[src/hw/rtl/phmf_pkg.sv]
// Shared types and constants for the prefix histogram match fraction block.
// No dependencies; used by phmf_dp, phmf_ctrl and the top level.
`timescale 1ns / 1ps
package phmf_pkg;

   localparam int MAX_CONSIDERED_DEF = 1024;
   localparam int HIST_LIMIT_DEF     = 16384;
   localparam int ACC_FRAC_BITS_DEF  = 48;

   // configuration register indexes
   localparam logic [2:0] CSR_QUERY_ADDR_HI  = 3'd0;
   localparam logic [2:0] CSR_QUERY_ADDR_LO  = 3'd1;
   localparam logic [2:0] CSR_QUERY_PFX_LEN  = 3'd2;
   localparam logic [2:0] CSR_QUERY_IS_V6    = 3'd3;
   localparam logic [2:0] CSR_OP_CODE        = 3'd4;
   localparam logic [2:0] CSR_HIST_COUNT     = 3'd5;

   // test operations, histogram element on the left
   localparam logic signed [2:0] OP_SUP   = -3'sd2;
   localparam logic signed [2:0] OP_SUPEQ = -3'sd1;
   localparam logic signed [2:0] OP_OVL   = 3'sd0;
   localparam logic signed [2:0] OP_SUBEQ = 3'sd1;
   localparam logic signed [2:0] OP_SUB   = 3'sd2;

   localparam logic [7:0] V4_MAX_LEN = 8'd32;
   localparam logic [7:0] V6_MAX_LEN = 8'd128;

   typedef struct packed {
      logic [63:0] bound_addr_hi;
      logic [63:0] bound_addr_lo;
      logic [7:0]  bound_prefix_len;
      logic        bound_is_v6;
   } req_type;

   typedef struct packed {
      logic [32:0] match_fraction;
      logic [10:0] buckets_counted;
   } rsp_type;

   typedef struct packed {
      logic load;        // take the accepted element
      logic scan_step;   // one byte of the leading-zero scan
      logic eval;        // score element, update bucket state
      logic div_start;   // kick the match/buckets divider
      logic k_load;      // latch step size
      logic advance;     // bump element index
      logic emit;        // load result register, restart stream
   } cmd_type;

   typedef struct packed {
      logic scan_done;
      logic first;
      logic last;
      logic div_busy;
      logic bkt_zero;
      logic rsp_free;
   } sts_type;

   typedef enum logic [5:0] {
      ST_IDLE  = 6'b000001,
      ST_SCAN  = 6'b000010,
      ST_EVAL  = 6'b000100,
      ST_CHECK = 6'b001000,
      ST_FDIV  = 6'b010000,
      ST_EMIT  = 6'b100000
   } state_type;

endpackage

[src/hw/rtl/phmf_div.sv]
// Restoring divider, one quotient bit per cycle.
// Depends on nothing; used by phmf_dp.
`timescale 1ns / 1ps
module phmf_div #(
   parameter int NW = 59,
   parameter int DW = 11
) (
   input  logic          clock,
   input  logic          reset,
   input  logic          start,
   input  logic [NW-1:0] dividend,
   input  logic [DW-1:0] divisor,
   output logic          busy,
   output logic [NW-1:0] quotient
);
   localparam int CNT_W = $clog2(NW + 1);

   logic [DW-1:0]    rem_ff, rem_in;
   logic [NW-1:0]    quo_ff, quo_in;
   logic [DW-1:0]    dsr_ff, dsr_in;
   logic [CNT_W-1:0] cnt_ff, cnt_in;
   logic             busy_ff, busy_in;
   logic [DW:0]      trial;

   always_comb begin
      rem_in  = rem_ff;
      quo_in  = quo_ff;
      dsr_in  = dsr_ff;
      cnt_in  = cnt_ff;
      busy_in = busy_ff;
      trial   = {rem_ff, quo_ff[NW-1]};
      if (start) begin
         rem_in  = '0;
         quo_in  = dividend;
         dsr_in  = divisor;
         cnt_in  = '0;
         busy_in = 1'b1;
      end else if (busy_ff) begin
         if (trial >= {1'b0, dsr_ff}) begin
            rem_in = DW'(trial - {1'b0, dsr_ff});
            quo_in = {quo_ff[NW-2:0], 1'b1};
         end else begin
            rem_in = trial[DW-1:0];
            quo_in = {quo_ff[NW-2:0], 1'b0};
         end
         cnt_in = cnt_ff + 1'b1;
         if (cnt_ff == CNT_W'(NW - 1)) begin
            busy_in = 1'b0;
         end
      end
   end

   always_ff @(posedge clock) begin
      if (reset) begin
         busy_ff <= 1'b0;
         cnt_ff  <= '0;
      end else begin
         busy_ff <= busy_in;
         cnt_ff  <= cnt_in;
      end
      rem_ff <= rem_in;
      quo_ff <= quo_in;
      dsr_ff <= dsr_in;
   end

   assign busy     = busy_ff;
   assign quotient = quo_ff;
endmodule

[src/hw/rtl/phmf_dp.sv]
// Datapath: config registers, element scoring, accumulator, counters, result register.
// Depends on phmf_pkg and phmf_div.
`timescale 1ns / 1ps
module phmf_dp #(
   parameter int MAX_CONSIDERED = phmf_pkg::MAX_CONSIDERED_DEF,
   parameter int HIST_LIMIT     = phmf_pkg::HIST_LIMIT_DEF,
   parameter int ACC_FRAC_BITS  = phmf_pkg::ACC_FRAC_BITS_DEF
) (
   input  logic              clock,
   input  logic              reset,
   input  phmf_pkg::req_type req_data,
   input  logic              csr_we,
   input  logic [2:0]        csr_index,
   input  logic [63:0]       csr_wdata,
   input  logic              rsp_stall,
   output logic              rsp_valid,
   output phmf_pkg::rsp_type rsp_data,
   input  phmf_pkg::cmd_type cmd,
   output phmf_pkg::sts_type sts
);
   localparam int IDX_W = $clog2(HIST_LIMIT) + 1;
   localparam int CW    = (IDX_W > 15) ? IDX_W : 15;
   localparam int BKT_W = $clog2(MAX_CONSIDERED + 1);
   localparam int ACC_W = ACC_FRAC_BITS + BKT_W;
   localparam int SH_R  = (ACC_FRAC_BITS >= 32) ? ACC_FRAC_BITS - 32 : 0;
   localparam int SH_L  = (ACC_FRAC_BITS >= 32) ? 0 : 32 - ACC_FRAC_BITS;
   // reciprocal of MAX_CONSIDERED, exact for every numerator below 2^IDX_W
   localparam int DIV_SH = IDX_W + $clog2(MAX_CONSIDERED);
   localparam int KP_W   = 2 * IDX_W + 1;
   localparam longint K_RECIP = ((longint'(1) << DIV_SH) + longint'(MAX_CONSIDERED) - 1)
                                / longint'(MAX_CONSIDERED);

   function automatic logic [3:0] lz8(input logic [7:0] b);
      logic [3:0] n;
      n = 4'd8;
      for (int i = 0; i < 8; i++) begin
         if (b[i]) n = 4'(7 - i);
      end
      return n;
   endfunction

   // configuration
   logic [63:0]       qhi_ff, qlo_ff;
   logic [7:0]        qlen_ff;
   logic              qv6_ff;
   logic signed [2:0] op_ff;
   logic [14:0]       hcnt_ff;
   logic signed [2:0] wop;

   // current element
   logic [127:0] cur_ff, x_ff;
   logic [7:0]   cur_len_ff, common_ff;
   logic         cur_v6_ff;
   logic [3:0]   scan_ff;

   // stream state
   logic signed [1:0] prev_ord_ff;
   logic [7:0]        prev_div_ff;
   logic              prev_ok_ff;
   logic [ACC_W-1:0]  acc_ff;
   logic [BKT_W-1:0]  bkt_ff;
   logic [IDX_W-1:0]  idx_ff, next_ff, k_ff;
   logic              rsp_valid_ff;
   phmf_pkg::rsp_type rsp_ff;

   logic [7:0]        in_len, qlen_s, minb, cmin, dec, dval, dmax;
   logic [7:0]        top;
   logic              v6diff, ebit, dok, taken;
   logic signed [1:0] mlc, ord;
   logic signed [8:0] dlen;
   logic [ACC_W-1:0]  add;
   logic [CW-1:0]     hc_ext;
   logic [IDX_W-1:0]  cnt;
   logic [IDX_W-1:0]  k_num, k_quo;
   logic [KP_W-1:0]   k_prod;
   logic [ACC_W-1:0]  quo;
   logic              div_busy;
   logic [ACC_W+32:0] wide;
   logic [BKT_W+10:0] bkt_ext;

   // saturate prefix lengths
   always_comb begin
      in_len = req_data.bound_prefix_len;
      if (req_data.bound_is_v6) begin
         if (in_len > phmf_pkg::V6_MAX_LEN) in_len = phmf_pkg::V6_MAX_LEN;
      end else begin
         if (in_len > phmf_pkg::V4_MAX_LEN) in_len = phmf_pkg::V4_MAX_LEN;
      end
      qlen_s = qlen_ff;
      if (qv6_ff) begin
         if (qlen_s > phmf_pkg::V6_MAX_LEN) qlen_s = phmf_pkg::V6_MAX_LEN;
      end else begin
         if (qlen_s > phmf_pkg::V4_MAX_LEN) qlen_s = phmf_pkg::V4_MAX_LEN;
      end
   end

   // element count, clamped to 1..HIST_LIMIT
   always_comb begin
      hc_ext = CW'(hcnt_ff);
      if (hc_ext > CW'(HIST_LIMIT)) cnt = IDX_W'(HIST_LIMIT);
      else if (hc_ext == '0)        cnt = IDX_W'(1);
      else                          cnt = IDX_W'(hc_ext);
   end

   // step size numerator; (count-2)/MAX_CONSIDERED by reciprocal multiply
   assign k_num  = (cnt >= IDX_W'(2)) ? cnt - IDX_W'(2) : '0;
   assign k_prod = KP_W'(k_num) * KP_W'(K_RECIP);
   assign k_quo  = IDX_W'(k_prod >> DIV_SH);

   // scoring of the current element against the query
   always_comb begin
      v6diff = cur_v6_ff != qv6_ff;
      minb   = (cur_len_ff < qlen_s) ? cur_len_ff : qlen_s;
      cmin   = (common_ff < minb) ? common_ff : minb;
      dlen   = $signed({1'b0, cur_len_ff}) - $signed({1'b0, qlen_s});
      if ((dlen > 0 && op_ff >= phmf_pkg::OP_OVL) ||
          (dlen == 0 && op_ff >= phmf_pkg::OP_SUPEQ && op_ff <= phmf_pkg::OP_SUBEQ) ||
          (dlen < 0 && op_ff <= phmf_pkg::OP_OVL)) begin
         mlc = 2'sd0;
      end else begin
         mlc = (op_ff > phmf_pkg::OP_OVL) ? 2'sd1 : -2'sd1;
      end
      ebit = cur_ff[7'(7'd127 - common_ff[6:0])];
      if (v6diff)                ord = cur_v6_ff ? 2'sd1 : -2'sd1;
      else if (common_ff < minb) ord = ebit ? 2'sd1 : -2'sd1;
      else                       ord = mlc;
      if (op_ff < phmf_pkg::OP_OVL)      dec = cur_len_ff;
      else if (op_ff > phmf_pkg::OP_OVL) dec = qlen_s;
      else                               dec = minb;
      dval = dec - cmin;
      dok  = !v6diff && (mlc == 2'sd0);

      // bucket contribution
      add  = '0;
      dmax = '0;
      if (prev_ord_ff == 2'sd0 && ord == 2'sd0) begin
         add = ACC_W'(1) << ACC_FRAC_BITS;
      end else if ((prev_ord_ff <= 2'sd0 && ord >= 2'sd0) ||
                   (prev_ord_ff >= 2'sd0 && ord <= 2'sd0)) begin
         if (prev_ok_ff && dok) dmax = (prev_div_ff > dval) ? prev_div_ff : dval;
         else if (prev_ok_ff)   dmax = prev_div_ff;
         else                   dmax = dval;
         if ((prev_ok_ff || dok) && dmax <= 8'(ACC_FRAC_BITS)) begin
            add = ACC_W'(1) << (8'(ACC_FRAC_BITS) - dmax);
         end
      end
   end

   assign taken = idx_ff == next_ff;
   assign top   = x_ff[127:120];

   // match/buckets at the end of the histogram
   phmf_div #(.NW(ACC_W), .DW(BKT_W)) u_div (
      .clock    (clock),
      .reset    (reset),
      .start    (cmd.div_start),
      .dividend (acc_ff),
      .divisor  (bkt_ff),
      .busy     (div_busy),
      .quotient (quo)
   );

   assign wide    = ((ACC_W + 33)'(quo) >> SH_R) << SH_L;
   assign bkt_ext = (BKT_W + 11)'(bkt_ff);
   assign wop     = $signed(csr_wdata[2:0]);

   always_ff @(posedge clock) begin
      if (reset) begin
         qhi_ff       <= '0;
         qlo_ff       <= '0;
         qlen_ff      <= '0;
         qv6_ff       <= 1'b0;
         op_ff        <= phmf_pkg::OP_OVL;
         hcnt_ff      <= '0;
         prev_ord_ff  <= 2'sd0;
         prev_div_ff  <= '0;
         prev_ok_ff   <= 1'b0;
         acc_ff       <= '0;
         bkt_ff       <= '0;
         idx_ff       <= '0;
         next_ff      <= '0;
         k_ff         <= '0;
         rsp_valid_ff <= 1'b0;
      end else begin
         if (cmd.emit)                        rsp_valid_ff <= 1'b1;
         else if (rsp_valid_ff && !rsp_stall) rsp_valid_ff <= 1'b0;
         if (cmd.eval) begin
            if (idx_ff == '0 || taken) begin
               prev_ord_ff <= ord;
               prev_div_ff <= dval;
               prev_ok_ff  <= dok;
            end
            if (idx_ff != '0 && taken) begin
               acc_ff  <= acc_ff + add;
               bkt_ff  <= bkt_ff + 1'b1;
               next_ff <= next_ff + k_ff;
            end
         end
         if (cmd.k_load) begin
            k_ff    <= k_quo + 1'b1;
            next_ff <= k_quo + 1'b1;
         end
         if (cmd.advance) idx_ff <= idx_ff + 1'b1;
         if (cmd.emit || csr_we) begin
            prev_ord_ff <= 2'sd0;
            prev_div_ff <= '0;
            prev_ok_ff  <= 1'b0;
            acc_ff      <= '0;
            bkt_ff      <= '0;
            idx_ff      <= '0;
            next_ff     <= '0;
         end
         if (csr_we) begin
            case (csr_index)
               phmf_pkg::CSR_QUERY_ADDR_HI: qhi_ff  <= csr_wdata;
               phmf_pkg::CSR_QUERY_ADDR_LO: qlo_ff  <= csr_wdata;
               phmf_pkg::CSR_QUERY_PFX_LEN: qlen_ff <= csr_wdata[7:0];
               phmf_pkg::CSR_QUERY_IS_V6:   qv6_ff  <= csr_wdata[0];
               phmf_pkg::CSR_OP_CODE: begin
                  if (wop < phmf_pkg::OP_SUP)      op_ff <= phmf_pkg::OP_SUP;
                  else if (wop > phmf_pkg::OP_SUB) op_ff <= phmf_pkg::OP_SUB;
                  else                             op_ff <= wop;
               end
               phmf_pkg::CSR_HIST_COUNT:    hcnt_ff <= csr_wdata[14:0];
               default: ;
            endcase
         end
      end
   end

   // element registers, leading-zero scan and result data register, no reset needed
   always_ff @(posedge clock) begin
      if (cmd.load) begin
         cur_ff     <= {req_data.bound_addr_hi, req_data.bound_addr_lo};
         cur_len_ff <= in_len;
         cur_v6_ff  <= req_data.bound_is_v6;
         x_ff       <= {req_data.bound_addr_hi, req_data.bound_addr_lo} ^ {qhi_ff, qlo_ff};
         scan_ff    <= '0;
      end else if (cmd.scan_step) begin
         if (sts.scan_done) begin
            common_ff <= {1'b0, scan_ff, 3'b000} + {4'b0000, lz8(top)};
         end else begin
            x_ff    <= {x_ff[119:0], 8'h00};
            scan_ff <= scan_ff + 1'b1;
         end
      end
      if (cmd.emit) begin
         rsp_ff.match_fraction  <= (bkt_ff == '0) ? 33'd0 : wide[32:0];
         rsp_ff.buckets_counted <= bkt_ext[10:0];
      end
   end

   assign sts.scan_done = (top != 8'h00) || (scan_ff == 4'd15);
   assign sts.first     = idx_ff == '0;
   assign sts.last      = idx_ff >= cnt - 1'b1;
   assign sts.div_busy  = div_busy;
   assign sts.bkt_zero  = bkt_ff == '0;
   assign sts.rsp_free  = !rsp_valid_ff || !rsp_stall;

   assign rsp_valid = rsp_valid_ff;
   assign rsp_data  = rsp_ff;
endmodule

[src/hw/rtl/phmf_ctrl.sv]
// Controller state machine: sequences scan, scoring, final division and result transfer.
// Depends on phmf_pkg.
`timescale 1ns / 1ps
module phmf_ctrl (
   input  logic              clock,
   input  logic              reset,
   input  logic              req_valid,
   output logic              req_stall,
   input  phmf_pkg::sts_type sts,
   output phmf_pkg::cmd_type cmd
);
   phmf_pkg::state_type state_ff, state_in;

   always_comb begin
      state_in  = state_ff;
      cmd       = '0;
      req_stall = 1'b1;
      case (state_ff)
         phmf_pkg::ST_IDLE: begin
            req_stall = 1'b0;
            if (req_valid) begin
               cmd.load = 1'b1;
               state_in = phmf_pkg::ST_SCAN;
            end
         end
         phmf_pkg::ST_SCAN: begin
            cmd.scan_step = 1'b1;
            if (sts.scan_done) state_in = phmf_pkg::ST_EVAL;
         end
         phmf_pkg::ST_EVAL: begin
            cmd.eval = 1'b1;
            if (sts.first) cmd.k_load = 1'b1;
            state_in = phmf_pkg::ST_CHECK;
         end
         phmf_pkg::ST_CHECK: begin
            if (!sts.last) begin
               cmd.advance = 1'b1;
               state_in    = phmf_pkg::ST_IDLE;
            end else if (sts.bkt_zero) begin
               state_in = phmf_pkg::ST_EMIT;
            end else begin
               cmd.div_start = 1'b1;
               state_in      = phmf_pkg::ST_FDIV;
            end
         end
         phmf_pkg::ST_FDIV: begin
            if (!sts.div_busy) state_in = phmf_pkg::ST_EMIT;
         end
         phmf_pkg::ST_EMIT: begin
            if (sts.rsp_free) begin
               cmd.emit = 1'b1;
               state_in = phmf_pkg::ST_IDLE;
            end
         end
         default: state_in = phmf_pkg::ST_IDLE;
      endcase
   end

   always_ff @(posedge clock) begin
      if (reset) state_ff <= phmf_pkg::ST_IDLE;
      else       state_ff <= state_in;
   end
endmodule

[src/hw/rtl/prefix_histogram_match_fraction.sv]
// Top level: estimates the fraction of histogram buckets matching a query prefix.
// Per element: an accept state, a byte-wise scan that stops at the first differing leading
// address byte or at the last byte, a scoring state and a check state; one element at a time.
// Last element: a final division over ACC_W quotient bits (ACC_W = ACC_FRAC_BITS + 11 by default,
// skipped with no buckets), then the emit state loads the result, held while a result is stalled.
// Reset: synchronous, clears config and stream state.
`timescale 1ns / 1ps
module prefix_histogram_match_fraction #(
   parameter int MAX_CONSIDERED = phmf_pkg::MAX_CONSIDERED_DEF,
   parameter int HIST_LIMIT     = phmf_pkg::HIST_LIMIT_DEF,
   parameter int ACC_FRAC_BITS  = phmf_pkg::ACC_FRAC_BITS_DEF
) (
   input  logic              clock,
   input  logic              reset,
   // element input channel
   input  logic              req_valid,
   output logic              req_stall,
   input  phmf_pkg::req_type req_data,
   // result channel
   output logic              rsp_valid,
   input  logic              rsp_stall,
   output phmf_pkg::rsp_type rsp_data,
   // configuration writes; any write restarts the histogram stream
   input  logic              csr_we,
   input  logic [2:0]        csr_index,
   input  logic [63:0]       csr_wdata
);
   phmf_pkg::cmd_type cmd;
   phmf_pkg::sts_type sts;

   // sequencing only; all arithmetic lives in the datapath
   phmf_ctrl u_ctrl (
      .clock     (clock),
      .reset     (reset),
      .req_valid (req_valid),
      .req_stall (req_stall),
      .sts       (sts),
      .cmd       (cmd)
   );

   // scoring, accumulator, divider and the result register
   phmf_dp #(
      .MAX_CONSIDERED (MAX_CONSIDERED),
      .HIST_LIMIT     (HIST_LIMIT),
      .ACC_FRAC_BITS  (ACC_FRAC_BITS)
   ) u_dp (
      .clock     (clock),
      .reset     (reset),
      .req_data  (req_data),
      .csr_we    (csr_we),
      .csr_index (csr_index),
      .csr_wdata (csr_wdata),
      .rsp_stall (rsp_stall),
      .rsp_valid (rsp_valid),
      .rsp_data  (rsp_data),
      .cmd       (cmd),
      .sts       (sts)
   );

   // an accepted element keeps the block busy in the cycle after it is taken
   a_busy_after_accept: assert property (@(posedge clock) disable iff (reset)
      (req_valid && !req_stall) |=> req_stall)
      else $error("input taken back to back");

   // the fraction never exceeds 1.0
   a_fraction_range: assert property (@(posedge clock) disable iff (reset)
      rsp_valid |-> !(rsp_data.match_fraction[32] && (|rsp_data.match_fraction[31:0])))
      else $error("fraction above one");

   // no buckets means a zero fraction
   a_empty_zero: assert property (@(posedge clock) disable iff (reset)
      (rsp_valid && rsp_data.buckets_counted == 11'd0) |-> rsp_data.match_fraction == 33'd0)
      else $error("nonzero fraction without buckets");
endmodule
[config.mk]
export PLATFORM = sky130hd
export DESIGN_NAME = prefix_histogram_match_fraction
export DESIGN_NICKNAME = d
export VERILOG_FILES = /design/src/hw/rtl/phmf_pkg.sv /design/src/hw/rtl/phmf_div.sv /design/src/hw/rtl/phmf_dp.sv /design/src/hw/rtl/phmf_ctrl.sv /design/src/hw/rtl/prefix_histogram_match_fraction.sv
export SDC_FILE = /design/constraint.sdc
export NUM_CORES = 2
export LEC_CHECK = 0
export BUFFER_PORTS_ARGS = -buffer_cell sky130_fd_sc_hd__clkbuf_2
export CORE_UTILIZATION = 60
export CTS_CLUSTER_SIZE = 14
export DETAILED_ROUTE_END_ITERATION = 8
export PLACE_DENSITY = 0.79
export SLEW_MARGIN = 20
export SYNTH_ARGS = -nofsm -noshare
export SYNTH_HDL_FRONTEND = slang
export SYNTH_SLANG_ARGS = --single-unit
[constraint.sdc]
create_clock -name clock -period 18.9 [get_ports clock]
set_input_delay 1.89 -clock clock [delete_from_list [all_inputs] [get_ports clock]]
set_output_delay 1.89 -clock clock [all_outputs]
set_load 0.02 [all_outputs]
# ---- Word-level counts from Yosys, hierarchy flattened
# Index checks and enable logic that the tools add are counted.
# Widths: inputs -> output; s select.
dict set report totals {
  ff_bits 697
  inputBits 209
}
dict set report classes {
  n_addsub 15
  n_lt_le_gt_ge 27
  eq_ne 20
  shifts 1
  n_mux 78
  bitwise_logic 3
  n_reduce_logical 53
}
# cell n
set op_table {}
lappend op_table {{$mux 128} 3}
lappend op_table {{$mux 59} 5}
lappend op_table {{$xor 128x128->128} 1}
lappend op_table {{$mux 8} 15}
lappend op_table {{$mux 15} 6}
lappend op_table {{$add 59x59->59} 1}
lappend op_table {{$shl 1x8->59 const A} 1}
lappend op_table {{$mux 4} 11}
lappend op_table {{$mux 6} 6}
lappend op_table {{$pmux 6 s6} 1}
lappend op_table {{$logic_not 32->1} 1}
lappend op_table {{$logic_not 15->1} 2}
lappend op_table {{$reduce_and 2->1} 11}
lappend op_table {{$mux 1} 21}
lappend op_table {{$gt 8x6->1 const B} 2}
lappend op_table {{$gt 8x8->1 const B} 2}
lappend op_table {{$lt 8x8->1} 2}
lappend op_table {{$add 15x1->15 const B} 1}
lappend op_table {{$add 15x15->15} 1}
lappend op_table {{$eq 15x15->1} 1}
lappend op_table {{$ge 15x15->1} 1}
lappend op_table {{$ge 15x2->1 const B} 1}
lappend op_table {{$gt 15x15->1 const B} 1}
lappend op_table {{$reduce_bool 15->1} 1}
lappend op_table {{other kinds (55)} 99}

# ---- Logic depth before layout (Yosys ltp)
dict set report logic_depth {
  depth_word 23
  ltp_mapped 62
}

# ---- Cells and area by module
# Synthesis repeated with hierarchy kept, for this count alone.
dict set report hier_totals {
  cells_unflattened 3525
  hier_area_um2 35053.6
}
# module n_inst cells_per_inst area_per_inst_um2 seq_area_each_um2
set modules_own_cells {}
lappend modules_own_cells {phmf_dp 1 3166 30412.9 15064.4}
lappend modules_own_cells {phmf_div 1 309 4209.0 2462.4}
lappend modules_own_cells {phmf_ctrl 1 50 431.7 120.1}

# ---- Worst setup path after synthesis
# OpenSTA, ideal clock, no wires.
dict set report synth_timing {
  path_kind {register -> register}
  startpoint {register u_dp.qlen_ff[0]}
  endpoint {register u_dp.acc_ff[47]}
  t_arrival_ps 13080
  required_ps 18830
  path_slack_ps 5749
  stages_incl_launch_ff 57
  period_less_slack_ps 13151
  path_cell_list {dfxtp_1 -> nor4_1 -> nand3_1 -> a21oi_1 -> nand2_1 -> ha_1 -> a2111oi_0 -> nand3_1 -> a21oi_1 -> clkbuf_1 -> mux2i_1 -> ha_1 -> a2111oi_0 -> o21ai_0 -> a221oi_1 -> buf_2 -> mux2_2 -> ha_1 -> (+21 left out) -> a2111o_1 -> nor3_2 -> nand2_2 -> nor2_1 -> ha_1 -> a21o_1 -> a21o_1 -> a2111oi_0 -> o31ai_1 -> o211a_1 -> a41oi_1 -> o2111ai_1 -> a311oi_1 -> o21ai_0 -> a2111oi_0 -> xnor2_1 -> nand2_1 -> a21oi_1}
}
dict set report synth_between {
  elab_chain_len 22
  elab_cells_between_ends 50
  classes_between {add/sub (4); order compare (10); shift (1); mux (18); reduce/logical (17)}
}
# element line
set synth_lines {}
lappend synth_lines {{start: declaration} phmf_dp.sv:44} ;# logic [7:0] qlen_ff;
lappend synth_lines {{start signal: assignment} phmf_dp.sv:217} ;# phmf_pkg::CSR_QUERY_PFX_LEN: qlen_ff <= csr_wdata[7:0];
lappend synth_lines {{$gt 8x6->1 or $gt 8x8->1 (tied branches)} {phmf_dp.sv:93, phmf_dp.sv:91}}
lappend synth_lines {{$mux 8, on equally long branches} {phmf_dp.sv:93, phmf_dp.sv:91}}
lappend synth_lines {{$mux 8 (*)} phmf_dp.sv:90} ;# if (qv6_ff) begin
lappend synth_lines {{parallel branches: the longest is 17 deep, another holds $lt 8x8->1} -}
lappend synth_lines {{$mux 59 (*)} phmf_dp.sv:136} ;# if (prev_ord_ff == 2'sd0 && ord == 2'sd0) begin
lappend synth_lines {{$add 59x59->59 (*)} phmf_dp.sv:194} ;# acc_ff <= acc_ff + add;
lappend synth_lines {{end signal: assignment} phmf_dp.sv:194}
lappend synth_lines {{end: declaration} phmf_dp.sv:60} ;# logic [ACC_W-1:0] acc_ff;
# Mark *: on every way between the ends. The select of a mux whose other input is x is not followed.
# A chain may end at the register's enable or synchronous reset.

# ---- Final worst setup path
# Same ends and word-level chain as after synthesis.

==> impl_metrics.ini <==
[die]
rows = 88
die_w_um = 243
core_area_um2 = 57600
io_pins = 255
dieArea_um2 = 59100
die_y_um = 243
start_util = 0.606

[cts]
cts-resized-gates = 0
hold_buffers = 0
cts_sinks = 688
cts_setup_buffers = 0
cts_tree = yes
clk_latency_ps = 640
clk_path_buf_depth = 3
clkTransAtPathRegs_ps = 60
cts_made_buffers = 72
clock-root-buffer = clkbuf_16
htree_levels = 3

[sta]
final.min_clock_period_ps = 15050
rsz0062_at_grt = false
setup_tns_ps = 0
finalSetupViolations = 0
period_share = 0.796
relSlewSlack = 0.255
drv_slew = 0
max_freq_mhz = 66.5
clock_skew_ps = 25.2
worst_pin_slew_ps = 1110
finalHoldViolCount = 0

[synthesis]
avgSynthCellArea_um2 = 9.57
synth.most_common_cell = nand2_1
yosysTopAreaCellShare = 0.333
yosysWarningCount = 0
synthCells = 3645
synth_seq_area_share = 0.506
synthFlopType = edfxtp_1
synth.largest_area_cell = edfxtp_1
synth_commonest_cells = nand2_1 (816), edfxtp_1 (387), a21oi_1 (339)
ys_top_cells_by_area = edfxtp_1 (33%), dfxtp_1 (17%), nand2_1 (8.8%)
synth_area_um2 = 34900
synth_edf_count = 387
synthDistinctLibCells = 92
async_reset_ff_frac = 0
ys_seq_elements = 688

[critical_path]
cp-startpoint = u_dp.qlen_ff[0]
crit_end = u_dp.acc_ff[47]
worstSetupPathType = reg2reg
critPathCaptureType = flop
critPathArrivalTime_ps = 15600
critPathMaxFanout = 16
critPathSlowestCell = a21oi_1
crit_required_ps = 19450
rrSetupSlack_ps = 3850
crit_path_frequent_cell = ha_1
timing.rr.end = u_dp.acc_ff[47]
r2r-start = u_dp.qlen_ff[0]
slowest_delay_ps = 760
reg2regPathDepth = 54
start_kind = flop

[global_routing]
track_usage = 0.306
grt_pass1_vias = 25900
overflow = 0
grt_max_degree = 107
grt_antenna_before_repair = 9
grt_pass1_wl_um = 142000

[place]
io_buffers = 254
place_inst = 4523
gp_congestion = 0.961
dp_hpwl_um = 62900

[routing]
wl_per_cell_um = 19.5
top_layer_used = met4
m1WireLength_um = 40100
ant_nets = 0
drt_iter0_markers = 2485
vias_per_cell = 5.94
vias = 27700
wl_met3_um = 7870
drc = 0
first_pass_iters = 7
met2_length_um = 40900
wirelength_um = 91000

[final_layout]
seqCellArea_um2 = 17600
final_cell_count_no_fill = 4665
nFillCells = 4470
drive_above_1_share = 0.125
nNetsFinal = 4178
multi_input_area_um2 = 16400
area_delta_synth_final_pct = 12.4

[hold_path]
hold_depth = 2
hp-class = reg2reg

[power_and_ir_drop]
power.density_nw_per_um2 = 93.2
leakagePower_nw = 15.0
max-vdd-ir-drop_mv = 0.0980

[flow_run]
drv_cap = 0

[status]
outcome = finished clean
cell usage in the layout (no fill, tap or decap), types with 30 or more instances in the layout:
cell | Yosys | final
clkbuf_2 | 0 | 253
and2_1 | 57 | 57
a211oi_1 | 30 | 30
ha_1 | 132 | 132
nand4_1 | 34 | 34
nor3_1 | 45 | 42
nor2_1 | 254 | 253
o21ai_0 | 192 | 192
xnor2_1 | 203 | 203
a21o_1 | 56 | 56
edfxtp_1 | 387 | 387
nor2b_1 | 45 | 45
a21oi_1 | 339 | 338
nand2_1 | 816 | 813
nand3_1 | 58 | 57
clkbuf_16 | 0 | 75
inv_1 | 70 | 69
nand2b_1 | 37 | 36
xor2_1 | 57 | 57
dfxtp_1 | 301 | 300
routing by layer:
metal,vias to the layer above,track usage
met4,0,0.0890
met2,1080,0.475
li1,13200,-
met5,-,0
met1,13200,0.438
met3,143,0.0547
power breakdown:
part / internal, W / total, W / leakage [nW] / switching (W)
Sequential: 0.00167 / 0.00170 / 6.00 / 0.0000327
Combinational: 0.000172 / 0.000505 / 7.73 / 0.000333
Clock: 0.000833 / 0.00145 / 1.22 / 0.000615
Total: 0.00267 / 0.00365 / 15.0 / 0.000980
worst max-delay path: cells and delay by family, from the launching register on:
kind	cells	cell delay [ps]
adder cells (fa/ha/maj)	6	1900
flip-flops	1	320
buffers and inverters	1	280
multiplexers	4	950
XOR/XNOR	1	170
AO/OA/AOI/OAI	27	8550
AND/OR/NAND/NOR	15	2810
cell type report:
type	count	area share
tap	765	0.0244
clock inverter	34	0.00935
antenna	8	0.000510
timing repair buffer	281	0.0377
clock buffer	100	0.0536
inverter	71	0.00692
sequential	688	0.450
multi-input combinational	2718	0.418
sequential cells by signal (all words and copies together), names as in the netlist, 15 cells and up:
register	count
u_dp.cur_ff	128
u_dp.x_ff	128
u_dp.qhi_ff	64
u_dp.qlo_ff	64
u_dp.acc_ff	59
u_dp.u_div.quotient	59
u_dp.rsp_data	44
u_dp.hc_ext	15
u_dp.idx_ff	15
u_dp.next_ff	15
metrics by stage:
| stage | power (W) | util | instance area (µm²) | worst slack, ps | hold WS (ps) |
|---|---|---|---|---|---|
| floorplan | 0.00207 | - | 34900 | 5750 | 445 |
| global placement | 0.00221 | 0.638 | 36700 | 4300 | 454 |
| detailed placement | 0.00222 | 0.638 | 36700 | 4050 | 459 |
| CTS | 0.00366 | 0.681 | 39200 | 4040 | 467 |
| global route | 0.00378 | 0.681 | 39200 | 2530 | 483 |
| finish | 0.00365 | 0.681 | 39200 | 3850 | 467 |
worst min path at each step:
stage                          startpoint               to  slack (ps)
after floorplan           u_dp.qlen_ff[0]  u_dp.qlen_ff[0]         440
after global placement    u_dp.qlo_ff[21]  u_dp.qlo_ff[21]         450
after detailed placement   u_dp.qlo_ff[1]   u_dp.qlo_ff[1]         460
after CTS                 u_dp.qlo_ff[21]  u_dp.qlo_ff[21]         470
after global routing      u_dp.qlo_ff[21]  u_dp.qlo_ff[21]         480
final                     u_dp.qhi_ff[14]  u_dp.qhi_ff[14]         470
cell families after synthesis:
logic type	count (synthesis)	share of synthesized area
AND/OR/NAND/NOR	1469	0.187
AO/OA/AOI/OAI	780	0.134
XOR/XNOR	260	0.0653
multiplexers	67	0.0299
flip-flops	688	0.506
adder cells (fa/ha/maj)	138	0.0505
other	1	0.000107
buffers and inverters	242	0.0272
(Power assumes the default switching activity.)
